**src/rtl/core/dwmb_pkg.sv**
```systemverilog
// shared types and constants for the diamond window mean blur
`timescale 1ns / 1ps
package dwmb_pkg;

  localparam int PIX_W    = 8;
  localparam int COORD_W  = 8;
  localparam int RADIUS_W = 4;
  localparam int STEP_W   = 3;

  localparam logic [RADIUS_W-1:0] RADIUS_RESET = 4'd1;

  typedef enum logic {
    REQ_LOAD  = 1'b0,
    REQ_QUERY = 1'b1
  } req_type_e;

  typedef enum logic [2:0] {
    ST_IDLE,
    ST_SCAN,
    ST_DRAIN,
    ST_START,
    ST_DIV,
    ST_RESULT
  } state_e;

endpackage

```
**src/rtl/core/dwmb_div.sv**
```systemverilog
// bit-serial divider, quotient known to fit in one pixel
`timescale 1ns / 1ps
module dwmb_div #(
  parameter int SUM_W = 17,
  parameter int CNT_W = 9
) (
  input  logic                       clk_i,
  input  logic                       rst_ni,
  input  logic                       start_i,
  input  logic [SUM_W-1:0]           sum_i,
  input  logic [CNT_W-1:0]           cnt_i,
  output logic                       done_o,
  output logic [dwmb_pkg::PIX_W-1:0] quot_o
);
  import dwmb_pkg::*;

  localparam int DSH_W = CNT_W + PIX_W - 1;
  localparam int XW    = (DSH_W > SUM_W) ? DSH_W : SUM_W;

  logic              busy_q, busy_d;
  logic              done_q, done_d;
  logic [STEP_W-1:0] step_q, step_d;
  logic [SUM_W-1:0]  rem_q, rem_d;
  logic [DSH_W-1:0]  dsh_q, dsh_d;
  logic [PIX_W-1:0]  quot_q, quot_d;
  logic              ge;
  logic [XW-1:0]     diff;

  assign ge   = XW'(rem_q) >= XW'(dsh_q);
  assign diff = XW'(rem_q) - XW'(dsh_q);

  always_comb begin
    busy_d = busy_q;
    done_d = 1'b0;
    step_d = step_q;
    rem_d  = rem_q;
    dsh_d  = dsh_q;
    quot_d = quot_q;
    if (start_i) begin
      busy_d = 1'b1;
      step_d = STEP_W'(PIX_W - 1);
      rem_d  = sum_i;
      dsh_d  = {cnt_i, {(PIX_W-1){1'b0}}};
      quot_d = '0;
    end else if (busy_q) begin
      if (ge) begin
        rem_d = diff[SUM_W-1:0];
      end
      quot_d = {quot_q[PIX_W-2:0], ge};
      dsh_d  = dsh_q >> 1;
      step_d = step_q - 1'b1;
      if (step_q == '0) begin
        busy_d = 1'b0;
        done_d = 1'b1;
      end
    end
  end

  always_ff @(posedge clk_i or negedge rst_ni) begin
    if (!rst_ni) begin
      busy_q <= 1'b0;
      done_q <= 1'b0;
      step_q <= '0;
    end else begin
      busy_q <= busy_d;
      done_q <= done_d;
      step_q <= step_d;
    end
  end

  always_ff @(posedge clk_i) begin
    rem_q  <= rem_d;
    dsh_q  <= dsh_d;
    quot_q <= quot_d;
  end

  assign done_o = done_q;
  assign quot_o = quot_q;

endmodule

```
**config.mk**
```make
export PLATFORM = sky130hd
export DESIGN_NAME = dwmb_div
export DESIGN_NICKNAME = d
export VERILOG_FILES = /design/src/rtl/core/dwmb_pkg.sv /design/src/rtl/core/dwmb_div.sv
export SDC_FILE = /design/constraint.sdc
export NUM_CORES = 1
export LEC_CHECK = 0
export BUFFER_PORTS_ARGS = -buffer_cell sky130_fd_sc_hd__buf_2
export CAP_MARGIN = 40
export CORE_ASPECT_RATIO = 0.6
export CORE_MARGIN = 2
export CORE_UTILIZATION = 58
export CTS_BUF_LIST = sky130_fd_sc_hd__clkbuf_8
export DETAILED_ROUTE_END_ITERATION = 16
export GPL_ROUTABILITY_DRIVEN = 1
export HOLD_SLACK_MARGIN = 0.05
export PLACE_DENSITY_LB_ADDON = 0.08
export SYNTH_ARGS = -nofsm -noshare
export SYNTH_HDL_FRONTEND = slang
export SYNTH_SLANG_ARGS = --single-unit
export TNS_END_PERCENT = 30
```
**constraint.sdc**
```tcl
create_clock -name clk_i -period 3.48 [get_ports clk_i]
set_clock_uncertainty 0.05 [all_clocks]
set_input_delay 0.522 -clock clk_i [delete_from_list [all_inputs] [get_ports clk_i]]
set_output_delay 0.522 -clock clk_i [all_outputs]
set_load 0.1 [all_outputs]
```
# Word-level counts from Yosys, hierarchy flattened
# Cells that the tools add are included.
# totals
regBits,46
inputBits,29
out_inout_bits,9
word_cells,27
# op_classes
add_sub_neg,2
magnitude_cmp,1
n_mux,13
reduce_logical,4
# ops
operator,n
17-bit two-way mux,3
16-bit two-way mux,2
17-bit by 16-bit >= comparator with 1-bit output,1
17-bit by 16-bit subtractor with 17-bit output,1
1-bit two-way mux,6
3-bit two-way mux,2
2-bit nonzero test,2
3-bit zero test,1
"3-bit by 1-bit subtractor with 3-bit output, second input constant",1
2-bit AND reduction,1

# Longest topological paths before layout
# Gate-level depths: netlist (run 1).
# depth
depth_word,4
ltp_mapped,9
mapped_depth_nobuf,9

# Least setup slack after synthesis (run 1)
# OpenSTA, ideal clock, no wires.
# synth_path
path_type,register -> register
start,register rem_q[4]
end,"register rem_q[0], enable pin"
setup_ns,0.319
arrival_time_ns,2.101
t_required_ns,3.111
path_slack_ns,1.010
path_stages_with_launch,8
n_path_buf,0
period_less_slack_ns,2.470
path_cell_list,edfxtp_1 > ha_1 > a21o_1 > a31o_1 > o21ai_4 > o21ai_2 > a221o_1 > a21o_1
# synth_via
elab_chain_len,3
# synth_rtl
element,line,rtl
"start, declared",dwmb_div.sv:23,"logic [SUM_W-1:0] rem_q, rem_d;"
"start signal, assigned",dwmb_div.sv:72,rem_q <= rem_d;
17-bit by 16-bit >= comparator with 1-bit output,dwmb_div.sv:29,assign ge = XW'(rem_q) >= XW'(dsh_q);
2-bit nonzero test (no source line),--,
2-bit AND reduction (no source line),--,
# No other way between the ends.
# A chain may end at the register's enable or synchronous reset.

# Final worst setup path (run 1)
# layout_path
start,register rem_q[4]
end,"register rem_q[2], enable pin"
# Same word-level chain as after synthesis.

==> results of run 1 <==
[cell type report]
type | instances | area [µm²] | share of cell area
Timing Repair Buffer | 40 | 210.2 | 0.06799
Inverter | 24 | 90.09 | 0.02914
Clock inverter | 3 | 17.52 | 0.005666
Tap cell | 63 | 78.83 | 0.02550
Sequential cell | 46 | 1206 | 0.3901
Clock buffer | 5 | 68.82 | 0.02226
Multi-Input combinational cell | 201 | 1420 | 0.4593
[cell usage in the layout, fill, tap and decap left out, drive strengths merged, types with 10 or more instances in the layout]
cell type and instances:
inv 24, buf 39, nand2 29, dfxtp 15, nor2 22, ha 18, a21oi 10, o31ai 11
edfxtp 26, o21ai 18, mux2i 16
[cells by family (layout without fill, tap and decap cells)]
| family | after synthesis | count (layout) |
|---|---|---|
| compound gates | 79 | 79 |
| xor+xnor | 7 | 7 |
| fa+ha+maj | 19 | 19 |
| buf+inv | 36 | 72 |
| flops | 46 | 46 |
| mux | 16 | 16 |
| simple gates | 80 | 80 |
[registers in the layout (all words and copies together), names as in the netlist]
signal / count
step_q: 3
busy_q: 1
done_o: 1
rem_q: 17
dsh_q: 16
quot_o: 8
[how the worst max path moves through the flow]
stage / from / end / slack (ns) / cells past startpoint
finish: rem_q[4] / rem_q[2] / 0.66 / 7
global route: dsh_q[3] / rem_q[1] / 0.50 / 8
CTS: rem_q[4] / rem_q[2] / 0.67 / 7
detailed placement: rem_q[4] / rem_q[15] / 0.69 / 7
global placement: rem_q[4] / rem_q[1] / 0.81 / 7
floorplan: rem_q[4] / rem_q[0] / 1.01 / 7
[worst reg2reg max path, cell delays in order, from the launching register on]
cell and delay, ns:
edfxtp_1 0.38, ha_1 0.38, a21o_1 0.21, a31o_1 0.24, o21ai_4 0.25, o21ai_2 0.12
a221o_1 0.36, a21o_1 0.46
[timing repair]
item	4_1_cts	5_1_grt
resized for setup	0	0
endpoints found under the setup margin	0	0
hold buffers	1	0
hold endpoints to repair	5	0
[power by group through the flow]
stage	combinational [mW]	sequential [mW]	clock (mW)
after global routing	1.38	0.811	0.345
final	1.25	0.799	0.317
after detailed placement	1.22	0.810	0
after floorplan	0.900	0.865	0
after global placement	1.19	0.808	0
after CTS	1.23	0.798	0.323
[metal layers]
layer | global-route usage | vias to the layer above | part of all wire
met5 | 0 | - | 0
met4 | 0.04832 | 0 | 0.0059
met3 | 0.05416 | 4 | 0.063
met2 | 0.3333 | 60 | 0.40
met1 | 0.3855 | 1027 | 0.53
li1 | - | 1099 | -
[per-stage QoR]
| stage | util | setup WS [ns] | hold WS [ns] |
|---|---|---|---|
| floorplan | - | 1.010 | 0.1764 |
| global route | 0.6738 | 0.5044 | 0.4525 |
| detailed placement | 0.6529 | 0.6901 | 0.2930 |
| finish | 0.6738 | 0.6623 | 0.4427 |
| global placement | 0.6529 | 0.8114 | 0.2913 |
| CTS | 0.6738 | 0.6731 | 0.4406 |
==> impl_metrics.csv, run 1 <==
group,metric,value,unit
worst_setup_path,worst_path_most_repeated_cell,"a21o_1",
yosys,synth_top_family_by_area,"compound AO/OA/AOI/OAI gates",
drt,drc,0,
yosys,synth_edf_count,26,
sta,relSlewSlack,0.5104,
yosys,yosys.area.top_type,"edfxtp_1",
worst_setup_path,worst_path_largest_cell_delay,0.46,ns
outcome,status,"complete, no violations",
floorplan,start_util,0.6019,
worst_setup_path,reg2reg_to,"rem_q[2]",
layout,fillers,392,
yosys,synth_commonest_cells,"29 x nand2_1, 26 x edfxtp_1, 23 x inv_1",
worst_setup_path,crit_path_start_kind,"register",
clock_network,cts_buffers,5,
power,p_clk_frac,0.134,
yosys,synthXorXnorAreaFrac,0.02220,
sta,fin_crit,2.818,ns
min_path,min_path_cells,3,
yosys,synth.area.mux_share,0.05800,
worst_setup_path,rr_startpoint,"rem_q[4]",
layout,num_antenna_cells,0,
clock_network,clk_pin_slew_worst_paths,0.08,ns
placement,port_buffers,37,
sta,finalMaxSlewViolations,0,
power,power,2.368,mW
sta,max_freq,0.3549,GHz
clock_network,cts_sinks,46,
grt,grt_pass1_vias,2047,
floorplan,placementRows,19,
power,power_density,766.0,mW/mm²
clock_network,clk-insertion-delay-late,0.30,ns
min_path,hp-start,"cnt_i[0]",
yosys,synthCells,283,
floorplan,ios,38,
worst_setup_path,path_delay_family,"compound AO/OA/AOI/OAI gates",
clock_network,cts_tree,"done",
yosys,synth.most_common_cell,"nand2_1",
layout,drive_gt1_frac,0.1693,
yosys,synth_area_leaders,"edfxtp_1 28%, dfxtp_1 11%, ha_1 8.2%",
sta,setup_viol,0,
floorplan,core,0.004588,mm²
drt,wl_per_cell,15.51,µm
yosys,syn_avg_cell_area,9.758,µm²
worst_setup_path,endpoint_kind,"register",
sta,period_share,0.8097,
worst_setup_path,cp_slowest_cell,"a21o_1",
yosys,syn_area,0.002761,mm²
placement,dp.cells,373,
min_path,min_to,"dsh_q[7]",
yosys,synth-simple-area-share,0.1355,
clock_network,htreeDepth,2,
min_path,holdCritPathClass,"in -> reg",
drt,drtIter0Drc,158,
layout,final_cells,382,
worst_setup_path,r2r_cells,7,
clock_network,cts_root_buffer,"clkbuf_8",
power,switchingPower,0.9871,mW
floorplan,die-area,0.005347,mm²
power,power.internal,1.381,mW
power,p_comb_frac,0.529,
yosys,ys_seq_elements,46,
placement,placed_cell_area,0.002995,mm²
drt,wl,5923,µm
layout,fin_area,0.003092,mm²
worst_setup_path,cp.arrival,2.72,ns
placement,gp_congestion,0.9120,
power,sw_frac_of_total,0.4168,
worst_setup_path,worstPathMaxFanout,17,
yosys,yosys_warnings,0,
job,cap_violations,0,
grt,grt_usage,0.2410,
yosys,syn-num-nets,331,
grt,grt_pass1_wl,9977,µm
layout,area_growth,11.96,%
floorplan,die_w,93.08,µm
grt,grt_max_degree,52,
yosys,yosysUniqueCellTypes,53,
sta,worst_pin_slew,0.7345,ns
grt,overflow,0,
yosys,synth_top_area_frac,0.2827,
worst_setup_path,path_class,"reg -> reg",
layout,final_nets,366,
sta,rsz0062_at_grt,"no",
worst_setup_path,crit_buf_inv,0,
drt,final_antenna_net_count,0,
floorplan,die_h,57.45,µm
drt,routed_via_density,5.733,
yosys,synthAdderAreaFrac,0.08881,
placement,hpwl,4371,µm
drt,route.vias.total,2190,
clock_network,cts_buffer_depth,2,
grt,antenna_found_initial,0,
yosys,synth-compound-area-share,0.2098,
sta,setup_tns,0,ns
power,vdd_drop_max,383.5,µV
power,cellLeakagePower,1.440,nW
worst_setup_path,required,3.38,ns
yosys,async_reset_ff_frac,0.1087,
yosys,seq_area_frac_synth,0.4368,
sta,hold_viol,0,
worst_setup_path,reg2reg_slack,0.66,ns
clock_network,post_cts_buffers,0,
drt,dr.pass1.iters,5,
yosys,ys.flop_type,"edfxtp_1",
worst_setup_path,path_cells,"ha_1 -> a21o_1 -> a31o_1 -> o21ai_4 -> o21ai_2 -> a221o_1 -> a21o_1",
power,seqPwrFrac,0.337,
Note: power is estimated with default switching activity, not from simulation.
==> run 2, diff against run 1 <==
--- a/config.mk
+++ b/config.mk
@@ -5,11 +5,12 @@
 export SDC_FILE = /design/constraint.sdc
 export NUM_CORES = 1
 export LEC_CHECK = 0
+export ABC_AREA = 1
 export BUFFER_PORTS_ARGS = -buffer_cell sky130_fd_sc_hd__buf_2
 export CAP_MARGIN = 40
 export CORE_ASPECT_RATIO = 0.6
 export CORE_MARGIN = 2
-export CORE_UTILIZATION = 58
+export CORE_UTILIZATION = 54
 export CTS_BUF_LIST = sky130_fd_sc_hd__clkbuf_8
 export DETAILED_ROUTE_END_ITERATION = 16
 export GPL_ROUTABILITY_DRIVEN = 1
==> constraint.sdc (replaced) <==
create_clock -name clk_i -period 2.5 [get_ports clk_i]
set_clock_uncertainty 0.05 [all_clocks]
set_input_delay 0.375 -clock clk_i [delete_from_list [all_inputs] [get_ports clk_i]]
set_output_delay 0.375 -clock clk_i [all_outputs]
set_load 0.1 [all_outputs]
==> run 2 against run 1 <==
Final cell count increased by 31%; fmax increased by 34%; combinational power increased by 53%; register-to-register slack got worse by 0.26 ns; sequential power increased by 38%; global-route usage decreased by 0.33 points; clock power increased by 77%; flip-flop and latch count unchanged; critical path type unchanged.
==> impl_metrics.csv, run 2 <==
group,metric,value,unit
yosys,syn_avg_cell_area,7.372,µm²
drt,wl_per_cell,13.17,µm
clock_network,cts_sinks,46,
grt,gr-usage-met3,0.05415,
yosys,synthCells,390,
grt,antenna_found_initial,0,
drt,route.vias.total,2474,
clock_network,cts_buffers,5,
power,switchingPower,1.590,mW
layout,multi_input_area,0.001334,mm²
drt,wl,6600,µm
drt,final_antenna_net_count,0,
yosys,yosysUniqueCellTypes,32,
worst_setup_path,worst_path_most_repeated_cell,"nand2_1",
layout,mostFrequentLayoutCells,"139 x nand2_1, 76 x inv_1, 37 x buf_2, 26 x edfxtp_1, 19 x o21ai_0",
layout,final_cells,501,
clock_network,cts_root_buffer,"clkbuf_8",
worst_setup_path,crit_path_start_kind,"register",
min_path,min_path_cells,3,
yosys,yosys.area.top_type,"edfxtp_1",
floorplan,die_h,60.52,µm
placement,dp.cells,492,
grt,overflow,0,
job,cap_violations,0,
placement,hpwl,5138,µm
worst_setup_path,endpoint_kind,"register",
worst_setup_path,rr_startpoint,"rem_q[0]",
sta,fin_crit,2.095,ns
yosys,ys.flop_type,"edfxtp_1",
layout,drive_gt1_frac,0.1448,
placement,post-place-ws,0.4326,ns
min_path,min_to,"dsh_q[15]",
sta,relSlewSlack,0.6729,
yosys,syn-num-nets,438,
grt,grt_pass1_wl,10820,µm
worst_setup_path,crit_buf_inv,2,
clock_network,post_cts_buffers,0,
floorplan,die-area,0.005943,mm²
grt,grt_util_met2,0.3679,
yosys,synth_area_leaders,"edfxtp_1 27%, nand2_1 18%, dfxtp_1 10%",
layout,layout.area.seq,0.001206,mm²
yosys,syn_area,0.002875,mm²
worst_setup_path,path_class,"reg -> reg",
worst_setup_path,required,2.52,ns
power,cellLeakagePower,1.722,nW
grt,grt_max_degree,25,
placement,gp_congestion,0.9595,
power,seqPwrFrac,0.307,
floorplan,start_util,0.5632,
power,vdd_drop_max,448.1,µV
sta,rsz0062_at_grt,"no",
layout,final_nets,482,
yosys,seq_area_frac_synth,0.4195,
grt,grt_pass1_vias,2347,
sta,finalMaxSlewViolations,0,
floorplan,placementRows,20,
yosys,yosys_warnings,0,
yosys,synth_edf_count,26,
sta,period_share,0.8380,
layout,area_growth,13.79,%
worst_setup_path,r2r_cells,13,
clock_network,cts_tree,"done",
layout,num_antenna_cells,0,
sta,setup_tns,0,ns
layout,fin_area,0.003272,mm²
clock_network,clk_pin_slew_worst_paths,0.09,ns
floorplan,ios,38,
layout,final_util,0.6409,
grt,grt_usage,0.2376,
power,p_clk_frac,0.157,
power,power_density,1089,mW/mm²
clock_network,clk-insertion-delay-late,0.31,ns
yosys,synth_top_area_frac,0.2715,
floorplan,core,0.005105,mm²
layout,largest_reg_flops,17,
layout,regMostFlops,"rem_q",
floorplan,die_w,98.21,µm
min_path,hp-start,"cnt_i[8]",
grt,grtUsageMet1,0.3432,
layout,mostFrequentLayoutCell,"nand2_1",
worst_setup_path,cp_slowest_cell,"fa_1",
grt,grt.busiest_layer,"met2",
drt,routed_via_density,4.938,
worst_setup_path,reg2reg_slack,0.41,ns
worst_setup_path,path_cells,"inv_1 -> ha_1 -> fa_1 -> inv_1 -> nand2_1 -> nand2_1 -> nand3_1 -> nand2_1 -> nand2_1 -> nand2_1 -> nand2_1 -> nand3_1 -> nand2_1",
sta,max_freq,0.4773,GHz
sta,worst_pin_slew,0.4940,ns
clock_network,htreeDepth,2,
yosys,synth_commonest_cells,"139 x nand2_1, 76 x inv_1, 26 x edfxtp_1",
min_path,holdCritPathClass,"in -> reg",
drt,drtIter0Drc,188,
yosys,synth.most_common_cell,"nand2_1",
yosys,ys_seq_elements,46,
placement,placed_cell_area,0.003153,mm²
worst_setup_path,reg2reg_to,"rem_q[16]",
drt,drc,0,
sta,setup_viol,0,
drt,dr.pass1.iters,4,
layout,fillers,478,
power,p_comb_frac,0.536,
clock_network,cts_buffer_depth,2,
yosys,async_reset_ff_frac,0.1087,
power,sw_frac_of_total,0.4461,
worst_setup_path,path_delay_family,"simple AND/OR/NAND/NOR gates",
worst_setup_path,worstPathMaxFanout,3,
sta,layout_setup_ws,0.4050,ns
sta,hold_viol,0,
worst_setup_path,cp.arrival,2.11,ns
worst_setup_path,worst_path_largest_cell_delay,0.41,ns
placement,port_buffers,37,
outcome,status,"complete, no violations",
power,power.internal,1.974,mW
-- run 2: cell types whose count changed after synthesis, sizes merged, moves of 4 or more --
cell    previous run  this run
clkbuf            10         4
o22ai              2        11
nand2             29       142
and3               4         0
nor3b              5         0
nand2b             6         0
inv               23        78
o31ai             11         0
mux2i             16         0
nor2              22        15
a21o               9         0
nand3              3        18
nand3b             0         4
-- run 2: final cells by class --
type | count | area share
multi-input cells | 258 | 0.4076
repair buffers | 45 | 0.07572
flip-flops and latches | 46 | 0.3686
inverters | 78 | 0.08948
clock inverters | 3 | 0.01224
clock buffers | 5 | 0.02103
well taps | 66 | 0.02524
-- run 2: worst register-to-register path: stages, from the launching register on --
cell      delay [ns]
edfxtp_1        0.33
inv_1           0.04
ha_1            0.22
fa_1            0.41
inv_1           0.10
nand2_1         0.07
nand2_1         0.08
nand3_1         0.06
nand2_1         0.16
nand2_1         0.10
nand2_1         0.07
nand2_1         0.04
nand3_1         0.07
nand2_1         0.06
-- run 2: power groups by stage --
stage | Sequential, mW | Combinational (mW) | Clock, mW
floorplan | 1.20 | 1.37 | 0
global placement | 1.11 | 1.82 | 0
detailed placement | 1.11 | 1.87 | 0
CTS | 1.10 | 1.89 | 0.567
global route | 1.11 | 2.17 | 0.594
finish | 1.10 | 1.91 | 0.560
-- run 2: cells by family (layout without fill, tap and decap cells) --
logic type,after synthesis,in the layout,synth area share
simple gates,187,187,0.2759
buf+inv,86,131,0.1166
compound gates,48,48,0.09052
flops,46,46,0.4195
fa+ha+maj,19,19,0.08529
xor+xnor,4,4,0.01219
-- run 2: what timing repair did --
| item | 4_1_cts | 5_1_grt |
|---|---|---|
| hold endpoints to repair | 5 | 0 |
| hold buffers | 1 | 0 |
| gates resized for setup | 0 | 0 |
-- run 2: worst max path at each step --
stage              start        end  cells after the start
6_report        rem_q[0]  rem_q[16]                     13
5_1_grt         rem_q[6]   rem_q[9]                      9
4_1_cts         rem_q[0]  rem_q[12]                     13
3_5_place_dp    rem_q[0]  rem_q[12]                     13
3_3_place_gp    rem_q[0]  rem_q[12]                     13
2_1_floorplan  rem_q[12]   rem_q[0]                      9
-- run 2: metal layers --
metal	up-vias	wire [µm]
li1	1308	-
met2	73	2626
met5	-	0
met1	1085	3435
met3	8	482
met4	0	55
-- run 2: metrics by stage --
stage / hold slack (ns) / power [mW]
6_report: 0.2758 / 3.565
5_1_grt: 0.2906 / 3.883
4_1_cts: 0.2692 / 3.550
3_5_place_dp: 0.1482 / 2.986
3_3_place_gp: 0.1448 / 2.931
2_1_floorplan: 0.02941 / 2.562
